--- src/rops_pkg.sv ---
// Shared constants, codes and types of the rectangle overlap pair scanner.
`default_nettype none
package rops_pkg;

    localparam int TABLE_SLOTS    = 8;
    localparam int IDX_W          = $clog2(TABLE_SLOTS);
    localparam int MAX_PAIR_ITEMS = 28;
    localparam int CNT_W          = $clog2(MAX_PAIR_ITEMS + 1);
    localparam int MASK_W         = 64;
    localparam int Q_DEPTH        = 2;
    localparam int Q_PTR_W        = $clog2(Q_DEPTH);
    localparam int Q_CNT_W        = $clog2(Q_DEPTH + 1);

    typedef enum logic [1:0] {
        CMD_ADD  = 2'd0,
        CMD_MARK = 2'd1,
        CMD_SCAN = 2'd2,
        CMD_NONE = 2'd3
    } t_cmd;

    typedef enum logic [2:0] {
        ST_ADDED  = 3'd0,
        ST_FULL   = 3'd1,
        ST_MARKED = 3'd2,
        ST_PAIR   = 3'd3,
        ST_DONE   = 3'd4
    } t_status;

    typedef struct packed {
        logic        notify;
        logic [2:0]  kind;
        logic [14:0] h;
        logic [14:0] w;
        logic [15:0] y;
        logic [15:0] x;
    } t_entry;

    typedef struct packed {
        t_cmd       op;
        t_entry     entry;
        logic [3:0] slot;
    } t_item;

    typedef struct packed {
        logic full;
        logic empty;
    } t_q_stat;

endpackage
`default_nettype wire

--- src/rops_front.sv ---
// Front end: accepts input transfers, drops unknown commands, packs queue items.
`default_nettype none
module rops_front (
    input  wire logic               i_in_valid,
    output logic                    o_in_ready,
    input  wire logic [1:0]         i_command,
    input  wire logic signed [15:0] i_rect_x,
    input  wire logic signed [15:0] i_rect_y,
    input  wire logic [14:0]        i_rect_w,
    input  wire logic [14:0]        i_rect_h,
    input  wire logic [2:0]         i_kind,
    input  wire logic               i_notify,
    input  wire logic [3:0]         i_slot,
    input  wire rops_pkg::t_q_stat  i_q_stat,
    output logic                    o_push,
    output rops_pkg::t_item         o_item
);
    import rops_pkg::*;

    t_cmd cmd;

    always_comb begin
        cmd               = t_cmd'(i_command);
        o_in_ready        = !i_q_stat.full;
        o_push            = i_in_valid && !i_q_stat.full && (cmd != CMD_NONE);
        o_item.op         = cmd;
        o_item.entry.notify = i_notify;
        o_item.entry.kind = i_kind;
        o_item.entry.h    = i_rect_h;
        o_item.entry.w    = i_rect_w;
        o_item.entry.y    = i_rect_y;
        o_item.entry.x    = i_rect_x;
        o_item.slot       = i_slot;
    end

endmodule
`default_nettype wire

--- src/rops_fifo.sv ---
// Short command queue between the front end and the table engine.
`default_nettype none
module rops_fifo (
    input  wire logic              i_clk,
    input  wire logic              i_rst_n,
    input  wire logic              i_push,
    input  wire rops_pkg::t_item   i_item,
    input  wire logic              i_pop,
    output rops_pkg::t_item        o_item,
    output rops_pkg::t_q_stat      o_stat
);
    import rops_pkg::*;

    t_item                r_mem [Q_DEPTH];
    logic [Q_PTR_W-1:0]   r_wr_ptr;
    logic [Q_PTR_W-1:0]   r_rd_ptr;
    logic [Q_CNT_W-1:0]   r_count;
    logic [Q_PTR_W-1:0]   n_wr_ptr;
    logic [Q_PTR_W-1:0]   n_rd_ptr;
    logic [Q_CNT_W-1:0]   n_count;
    logic                 do_push;
    logic                 do_pop;

    always_comb begin
        o_stat.full  = (r_count == Q_CNT_W'(Q_DEPTH));
        o_stat.empty = (r_count == '0);
        o_item       = r_mem[r_rd_ptr];
        do_push      = i_push && !o_stat.full;
        do_pop       = i_pop && !o_stat.empty;
        n_wr_ptr     = r_wr_ptr;
        n_rd_ptr     = r_rd_ptr;
        n_count      = r_count;
        if (do_push) begin
            n_wr_ptr = (r_wr_ptr == Q_PTR_W'(Q_DEPTH - 1)) ? '0 : r_wr_ptr + Q_PTR_W'(1);
        end
        if (do_pop) begin
            n_rd_ptr = (r_rd_ptr == Q_PTR_W'(Q_DEPTH - 1)) ? '0 : r_rd_ptr + Q_PTR_W'(1);
        end
        if (do_push && !do_pop) begin
            n_count = r_count + Q_CNT_W'(1);
        end else if (do_pop && !do_push) begin
            n_count = r_count - Q_CNT_W'(1);
        end
    end

    always_ff @(posedge i_clk) begin
        if (!i_rst_n) begin
            r_wr_ptr <= '0;
            r_rd_ptr <= '0;
            r_count  <= '0;
        end else begin
            r_wr_ptr <= n_wr_ptr;
            r_rd_ptr <= n_rd_ptr;
            r_count  <= n_count;
        end
    end

    always_ff @(posedge i_clk) begin
        if (do_push) begin
            r_mem[r_wr_ptr] <= i_item;
        end
    end

endmodule
`default_nettype wire

--- src/rops_back.sv ---
// Table engine: add, mark, and pairwise overlap scan with a registered result.
`default_nettype none
module rops_back (
    input  wire logic                        i_clk,
    input  wire logic                        i_rst_n,
    input  wire logic                        i_cfg_we,
    input  wire logic [rops_pkg::MASK_W-1:0] i_cfg_data,
    input  wire rops_pkg::t_q_stat           i_q_stat,
    input  wire rops_pkg::t_item             i_item,
    output logic                             o_pop,
    output logic                             o_out_valid,
    input  wire logic                        i_out_ready,
    output logic [2:0]                       o_status,
    output logic [3:0]                       o_given_slot,
    output logic [3:0]                       o_first_index,
    output logic [3:0]                       o_second_index,
    output logic                             o_first_reported,
    output logic                             o_second_reported,
    output logic                             o_last
);
    import rops_pkg::*;

    typedef enum logic [2:0] {
        S_IDLE = 3'b001,
        S_PAIR = 3'b010,
        S_DONE = 3'b100
    } t_state;

    function automatic logic f_overlap(t_entry a, t_entry b);
        logic signed [17:0] ax;
        logic signed [17:0] ay;
        logic signed [17:0] aw;
        logic signed [17:0] ah;
        logic signed [17:0] bx;
        logic signed [17:0] by;
        logic signed [17:0] bw;
        logic signed [17:0] bh;
        ax = $signed({{2{a.x[15]}}, a.x});
        ay = $signed({{2{a.y[15]}}, a.y});
        aw = $signed({3'b000, a.w});
        ah = $signed({3'b000, a.h});
        bx = $signed({{2{b.x[15]}}, b.x});
        by = $signed({{2{b.y[15]}}, b.y});
        bw = $signed({3'b000, b.w});
        bh = $signed({3'b000, b.h});
        return (ax <= bx + bw) && (ax + aw >= bx) && (ay <= by + bh) && (ay + ah >= by);
    endfunction

    t_state                 r_state;
    t_state                 n_state;
    logic [TABLE_SLOTS-1:0] r_used;
    logic [TABLE_SLOTS-1:0] n_used;
    logic [TABLE_SLOTS-1:0] r_pend;
    logic [TABLE_SLOTS-1:0] n_pend;
    logic [IDX_W-1:0]       r_i;
    logic [IDX_W-1:0]       n_i;
    logic [IDX_W-1:0]       r_k;
    logic [IDX_W-1:0]       n_k;
    logic [CNT_W-1:0]       r_cnt;
    logic [CNT_W-1:0]       n_cnt;
    logic [MASK_W-1:0]      r_mask;

    t_entry                 r_mem [TABLE_SLOTS];
    t_entry                 r_rd_a;
    t_entry                 r_rd_b;
    logic                   mem_we;

    logic                   r_out_valid;
    logic                   n_out_valid;
    t_status                r_status;
    t_status                n_status;
    logic [3:0]             r_given;
    logic [3:0]             n_given;
    logic [3:0]             r_first;
    logic [3:0]             n_first;
    logic [3:0]             r_second;
    logic [3:0]             n_second;
    logic                   r_fr;
    logic                   n_fr;
    logic                   r_sr;
    logic                   n_sr;
    logic                   r_last;
    logic                   n_last;

    logic                   out_free;
    logic                   has_free;
    logic [IDX_W-1:0]       free_idx;
    logic [IDX_W-1:0]       mark_idx;
    logic                   fr;
    logic                   sr;
    logic                   hit;
    logic                   last_pair;

    always_comb begin
        has_free = 1'b0;
        free_idx = '0;
        for (int j = TABLE_SLOTS - 1; j >= 0; j--) begin
            if (!r_used[j]) begin
                has_free = 1'b1;
                free_idx = IDX_W'(j);
            end
        end
    end

    always_comb begin
        out_free  = !r_out_valid || i_out_ready;
        mark_idx  = i_item.slot[IDX_W-1:0];
        fr        = r_mask[{r_rd_a.kind, r_rd_b.kind}] & r_rd_a.notify;
        sr        = r_mask[{r_rd_b.kind, r_rd_a.kind}] & r_rd_b.notify;
        hit       = r_used[r_i] && r_used[r_k] && (fr || sr) &&
                    (r_cnt < CNT_W'(MAX_PAIR_ITEMS)) && f_overlap(r_rd_a, r_rd_b);
        last_pair = (r_i == IDX_W'(TABLE_SLOTS - 2)) && (r_k == IDX_W'(TABLE_SLOTS - 1));

        n_state     = r_state;
        n_used      = r_used;
        n_pend      = r_pend;
        n_i         = r_i;
        n_k         = r_k;
        n_cnt       = r_cnt;
        o_pop       = 1'b0;
        mem_we      = 1'b0;
        n_out_valid = r_out_valid && !i_out_ready;
        n_status    = r_status;
        n_given     = r_given;
        n_first     = r_first;
        n_second    = r_second;
        n_fr        = r_fr;
        n_sr        = r_sr;
        n_last      = r_last;

        case (r_state)
            S_IDLE: begin
                if (!i_q_stat.empty && out_free) begin
                    o_pop = 1'b1;
                    case (i_item.op)
                        CMD_ADD: begin
                            n_out_valid = 1'b1;
                            n_given     = '0;
                            n_first     = '0;
                            n_second    = '0;
                            n_fr        = 1'b0;
                            n_sr        = 1'b0;
                            n_last      = 1'b1;
                            if (has_free) begin
                                mem_we           = 1'b1;
                                n_used[free_idx] = 1'b1;
                                n_pend[free_idx] = 1'b0;
                                n_status         = ST_ADDED;
                                n_given          = 4'(free_idx);
                            end else begin
                                n_status = ST_FULL;
                            end
                        end
                        CMD_MARK: begin
                            if ((i_item.slot < 4'(TABLE_SLOTS)) && r_used[mark_idx]) begin
                                n_pend[mark_idx] = 1'b1;
                            end
                            n_out_valid = 1'b1;
                            n_status    = ST_MARKED;
                            n_given     = '0;
                            n_first     = '0;
                            n_second    = '0;
                            n_fr        = 1'b0;
                            n_sr        = 1'b0;
                            n_last      = 1'b1;
                        end
                        CMD_SCAN: begin
                            n_used  = r_used & ~r_pend;
                            n_pend  = '0;
                            n_i     = '0;
                            n_k     = IDX_W'(1);
                            n_cnt   = '0;
                            n_state = S_PAIR;
                        end
                        default: begin
                        end
                    endcase
                end
            end
            S_PAIR: begin
                if (hit && out_free) begin
                    n_out_valid = 1'b1;
                    n_status    = ST_PAIR;
                    n_given     = '0;
                    n_first     = 4'(r_i);
                    n_second    = 4'(r_k);
                    n_fr        = fr;
                    n_sr        = sr;
                    n_last      = 1'b0;
                    n_cnt       = r_cnt + CNT_W'(1);
                end
                if (!hit || out_free) begin
                    if (last_pair) begin
                        n_state = S_DONE;
                    end else if (r_k == IDX_W'(TABLE_SLOTS - 1)) begin
                        n_i = r_i + IDX_W'(1);
                        n_k = n_i + IDX_W'(1);
                    end else begin
                        n_k = r_k + IDX_W'(1);
                    end
                end
            end
            S_DONE: begin
                if (out_free) begin
                    n_out_valid = 1'b1;
                    n_status    = ST_DONE;
                    n_given     = '0;
                    n_first     = '0;
                    n_second    = '0;
                    n_fr        = 1'b0;
                    n_sr        = 1'b0;
                    n_last      = 1'b1;
                    n_state     = S_IDLE;
                end
            end
            default: begin
                n_state = S_IDLE;
            end
        endcase
    end

    always_ff @(posedge i_clk) begin
        if (!i_rst_n) begin
            r_state     <= S_IDLE;
            r_used      <= '0;
            r_pend      <= '0;
            r_i         <= '0;
            r_k         <= '0;
            r_cnt       <= '0;
            r_mask      <= '0;
            r_out_valid <= 1'b0;
        end else begin
            r_state     <= n_state;
            r_used      <= n_used;
            r_pend      <= n_pend;
            r_i         <= n_i;
            r_k         <= n_k;
            r_cnt       <= n_cnt;
            r_out_valid <= n_out_valid;
            if (i_cfg_we) begin
                r_mask <= i_cfg_data;
            end
        end
    end

    always_ff @(posedge i_clk) begin
        if (mem_we) begin
            r_mem[free_idx] <= i_item.entry;
        end
        r_rd_a   <= r_mem[n_i];
        r_rd_b   <= r_mem[n_k];
        r_status <= n_status;
        r_given  <= n_given;
        r_first  <= n_first;
        r_second <= n_second;
        r_fr     <= n_fr;
        r_sr     <= n_sr;
        r_last   <= n_last;
    end

    assign o_out_valid       = r_out_valid;
    assign o_status          = r_status;
    assign o_given_slot      = r_given;
    assign o_first_index     = r_first;
    assign o_second_index    = r_second;
    assign o_first_reported  = r_fr;
    assign o_second_reported = r_sr;
    assign o_last            = r_last;

endmodule
`default_nettype wire

--- src/rect_overlap_pair_scanner.sv ---
// Top level of the rectangle overlap pair scanner: front end, queue, table engine.
// Add and mark: queued, then popped and the result registered; one per cycle while
// the output is not stalled. Scan: the pop frees marked slots, then the 28 pairs for
// 8 slots are checked in turn, then the done item; results wait on output stalls.
// A two-entry queue lets input transfers continue while the engine works.
// Synchronous active-low reset clears occupancy, marks, mask, queue and output
// valid; rectangle contents stay undefined until written.
`default_nettype none
module rect_overlap_pair_scanner (
    input  wire logic                        i_clk,
    input  wire logic                        i_rst_n,
    input  wire logic                        i_cfg_we,
    input  wire logic [rops_pkg::MASK_W-1:0] i_cfg_data,
    input  wire logic                        i_in_valid,
    output logic                             o_in_ready,
    input  wire logic [1:0]                  i_command,
    input  wire logic signed [15:0]          i_rect_x,
    input  wire logic signed [15:0]          i_rect_y,
    input  wire logic [14:0]                 i_rect_w,
    input  wire logic [14:0]                 i_rect_h,
    input  wire logic [2:0]                  i_kind,
    input  wire logic                        i_notify,
    input  wire logic [3:0]                  i_slot,
    output logic                             o_out_valid,
    input  wire logic                        i_out_ready,
    output logic [2:0]                       o_status,
    output logic [3:0]                       o_given_slot,
    output logic [3:0]                       o_first_index,
    output logic [3:0]                       o_second_index,
    output logic                             o_first_reported,
    output logic                             o_second_reported,
    output logic                             o_last
);
    import rops_pkg::*;

    t_q_stat q_stat;
    t_item   push_item;
    t_item   head_item;
    logic    push;
    logic    pop;

    rops_front u_front (
        .i_in_valid (i_in_valid),
        .o_in_ready (o_in_ready),
        .i_command  (i_command),
        .i_rect_x   (i_rect_x),
        .i_rect_y   (i_rect_y),
        .i_rect_w   (i_rect_w),
        .i_rect_h   (i_rect_h),
        .i_kind     (i_kind),
        .i_notify   (i_notify),
        .i_slot     (i_slot),
        .i_q_stat   (q_stat),
        .o_push     (push),
        .o_item     (push_item)
    );

    rops_fifo u_fifo (
        .i_clk   (i_clk),
        .i_rst_n (i_rst_n),
        .i_push  (push),
        .i_item  (push_item),
        .i_pop   (pop),
        .o_item  (head_item),
        .o_stat  (q_stat)
    );

    rops_back u_back (
        .i_clk             (i_clk),
        .i_rst_n           (i_rst_n),
        .i_cfg_we          (i_cfg_we),
        .i_cfg_data        (i_cfg_data),
        .i_q_stat          (q_stat),
        .i_item            (head_item),
        .o_pop             (pop),
        .o_out_valid       (o_out_valid),
        .i_out_ready       (i_out_ready),
        .o_status          (o_status),
        .o_given_slot      (o_given_slot),
        .o_first_index     (o_first_index),
        .o_second_index    (o_second_index),
        .o_first_reported  (o_first_reported),
        .o_second_reported (o_second_reported),
        .o_last            (o_last)
    );

endmodule
`default_nettype wire

--- config.mk ---
export PLATFORM = sky130hd
export DESIGN_NAME = rect_overlap_pair_scanner
export DESIGN_NICKNAME = d
export VERILOG_FILES = /design/src/rops_pkg.sv /design/src/rops_front.sv /design/src/rops_fifo.sv /design/src/rops_back.sv /design/src/rect_overlap_pair_scanner.sv
export SDC_FILE = /design/constraint.sdc
export NUM_CORES = 2
export LEC_CHECK = 0
export BUFFER_PORTS_ARGS = -buffer_cell sky130_fd_sc_hd__buf_4
export CORE_MARGIN = 3
export CORE_UTILIZATION = 45
export CTS_CLUSTER_DIAMETER = 200
export DETAILED_ROUTE_END_ITERATION = 8
export SETUP_SLACK_MARGIN = 0.2
export SLEW_MARGIN = 20
export SYNTH_ARGS = -nofsm -noshare
export SYNTH_HDL_FRONTEND = slang
export SYNTH_SLANG_ARGS = --single-unit
--- constraint.sdc ---
create_clock -name i_clk -period 11.27 [get_ports i_clk]
set_input_delay 0 -clock i_clk [delete_from_list [all_inputs] [get_ports i_clk]]
set_output_delay 0 -clock i_clk [all_outputs]
set_load 0.01 [all_outputs]
==> results_dict.tcl <==
set metrics [dict create \
    status "complete, no violations" \
    total_leakage_power_nw 20.20 \
    fin_tns_setup_ps 0 \
    numCtsBuffers 100 \
    vias 35160 \
    drt-total-wl_mm 141.5 \
    cts_root_buffer "clkbuf_16" \
    grt_pass1_vias 34330 \
    fin_area_um2 55430 \
    num-nets-final 4435 \
    setup_viol 0 \
    synthFlopType "edfxtp_1" \
    final_cell_mix "687 x edfxtp_1, 348 x mux2i_1, 337 x mux2_2" \
    holdWs_ps 34.16 \
    dieArea_um2 110300 \
    hpwl_mm 80.91 \
    wl_per_cell_um 25.17 \
    critPathKind "reg2reg" \
    netlist.area_leader.share 0.4311 \
    period_share 0.7341 \
    synth_area_leaders "edfxtp_1 43%, dfxtp_1 9.7%, mux2_2 7.9%, mux2i_1 7.3%, ha_1 3.6%" \
    synth_largest_area_cell "edfxtp_1" \
    finalCriticalPeriod_ps 8274 \
    final_common_cell "edfxtp_1" \
    synthCells 3954 \
    cts_sinks 919 \
    synth_edf_count 687 \
    synthArstFlopShare 0 \
    placed_area_um2 49880 \
    clock_latency_ps 700 \
    drt_pass1_iterations 7 \
    crit_path_end_kind "flop" \
    synth_area_um2 47850 \
    core-area_um2 104500 \
    die_h_um 332.1 \
    slew_headroom 0.005706 \
    dieWidth_um 332.1 \
    io_buffers 157 \
    routabilityCongestion 0.8916 \
    tightest_slew_ps 1491 \
    clock.fmax_ghz 0.1209 \
    ios 161 \
    synth_cell_types 73 \
    row_count 118 \
    clock_skew_ps 29.87 \
    startpoint_type "flop" \
    cts_tree "yes" \
    drv_slew 0 \
    cts_buffer_depth 3 \
    yosysWarningCount 0 \
    power_density_nw_per_um2 198.1 \
    gr-total-overflow 0 \
    grt_pass1_wl_mm 212.4 \
    final_core_util 0.5303 \
    syn2layout_area_growth_pct 15.84 \
    syn_area_per_cell_um2 12.10 \
    r2r_cells 27 \
    arrival_ps 8850 \
    antenna_found_initial 1 \
    hold_path_depth 2 \
    via_per_inst 6.255 \
    setup_ws_ps 2996 \
    drive_above_1_share 0.1986 \
    drc 0 \
    vdd_drop_max_uv 128.7 \
    htreeDepth 3 \
    rsz0062_at_grt "false" \
    start_util 0.4578 \
    post_cts_buffers 0 \
    cap_violations 0 \
    drtIter0Drc 3035 \
    critPathRequiredTime_ps 11850 \
    synth-seq-area-share 0.5282 \
    drtAntennaViolNets 0 \
    post-place-ws_ps 3135 \
    track_usage 0.2486 \
    ys_seq_elements 919 \
    crit_fanout 65 \
    min-delay-path-class "in2reg" \
    hold_viol 0 \
    grt_max_degree 193 \
    path_clk_slew_ps 60 \
]
registers in the layout (all words and copies together), names as in the netlist, named ones only:
signal and flops:
u_back.o_out_valid 1, u_back.r_rd_a 66, u_back.r_k 3, u_back.o_second_index 3, u_back.r_pend 8, u_back.o_last 1, u_back.r_cnt 5, u_back.r_i 3
u_back.r_mem 528, u_back.o_status 3, u_back.r_used 8, u_fifo.r_wr_ptr 1, u_fifo.r_mem 144, u_back.r_state 3, u_back.o_first_index 3, u_back.r_mask 64
u_back.o_given_slot 3, u_fifo.r_rd_ptr 1, u_back.r_rd_b 66, u_back.o_first_reported 1, u_fifo.r_count 2, u_back.o_second_reported 1
Yosys cell counts, types with 58 or more instances:
cell and number:
o22ai_1 133, inv_1 91, a21oi_1 61, o21ai_0 58, mux2i_1 349, mux2_2 337, ha_1 137, a221oi_2 68
nor2b_1 95, a31oi_1 145, a221oi_1 62, dfxtp_1 232, edfxtp_1 687, nand4_1 272, nor2_1 218, buf_2 66
clkbuf_1 201, nand3_1 293, nand2_1 72
through the flow:
stage,total power [mW],std cells
floorplan,6.583,3956
global placement,7.574,5215
detailed placement,7.599,5215
CTS,11.03,5620
global route,11.55,5621
finish,10.98,5621
critical path: stages, from the launching register on:
cell and delay [ps]:
dfxtp_1 320, ha_1 230, fa_1 410, a21o_1 180
a21oi_1 210, o21bai_1 90, a21oi_1 220, o21bai_1 90
a21oi_1 240, o211ai_1 160, and3_1 200, o21a_1 180
o21ai_0 210, nand3b_1 120, ha_1 320, nor3b_1 240
o21ai_0 130, a211o_1 280, o211ai_1 280, o211ai_1 230
a2111oi_4 260, buf_4 860, or3_1 270, mux2i_2 510
nand2b_4 500, buf_4 770, o22ai_1 270, a221oi_1 270
cells by family (layout without fill, tap and decap cells):
logic type | after synthesis | count (layout) | share of synthesized area
AND/OR/NAND/NOR | 1057 | 1057 | 0.1152
flip-flops | 919 | 919 | 0.5282
multiplexers | 720 | 720 | 0.1681
AO/OA/AOI/OAI | 647 | 647 | 0.1022
buffers and inverters | 421 | 705 | 0.03985
adder cells (fa/ha/maj) | 141 | 141 | 0.03750
XOR/XNOR | 48 | 48 | 0.008786
other | 1 | 4 | 0.00007837
report_power, final:
group	internal, mW	switching, mW	total [mW]
Clock	1.97	1.38	3.36
Combinational	1.31	1.79	3.11
Sequential	4.14	0.378	4.52
Total	7.43	3.55	11.0
area by class of cell:
type / instances / area, µm²
timing repair buffer: 424 / 3811
antenna: 1 / 2.502
inverter: 92 / 347.8
clock buffer: 134 / 2750
sequential: 919 / 25280
fill: 8820 / 49100
tap: 1380 / 1727
multi-input combinational: 2616 / 20880
clock inverter: 55 / 631.9
layer usage:
| layer | track usage | wire length [µm] | vias to the layer above |
|---|---|---|---|
| li1 | - | - | 15900 |
| met5 | 0 | 0 | - |
| met1 | 0.3349 | 60460 | 17580 |
| met3 | 0.03857 | 9848 | 271 |
| met2 | 0.4046 | 65880 | 1409 |
| met4 | 0.09642 | 5279 | 0 |
timing repair:
item,4_1_cts,5_1_grt
endpoints found under the setup margin,0,0
hold buffers,216,0
endpoints found under the hold margin,242,0
gates resized for setup,0,0
final timing paths:
kind,endpoint,startpoint,slack (ps)
worst max-delay path,u_back.r_rd_a[59]$_DFF_P_,u_back.r_rd_b[16]$_DFF_P_,3000
worst max register to register,u_back.r_rd_a[59]$_DFF_P_,u_back.r_rd_b[16]$_DFF_P_,3000
worst min-delay path,u_fifo.r_mem[0][44]$_DFFE_PP_,i_rect_w[8],30
worst min register to register,u_back.r_pend[5]$_SDFFE_PN0P_,u_back.r_pend[5]$_SDFFE_PN0P_,480
Power figures use the tool's default switching activity.
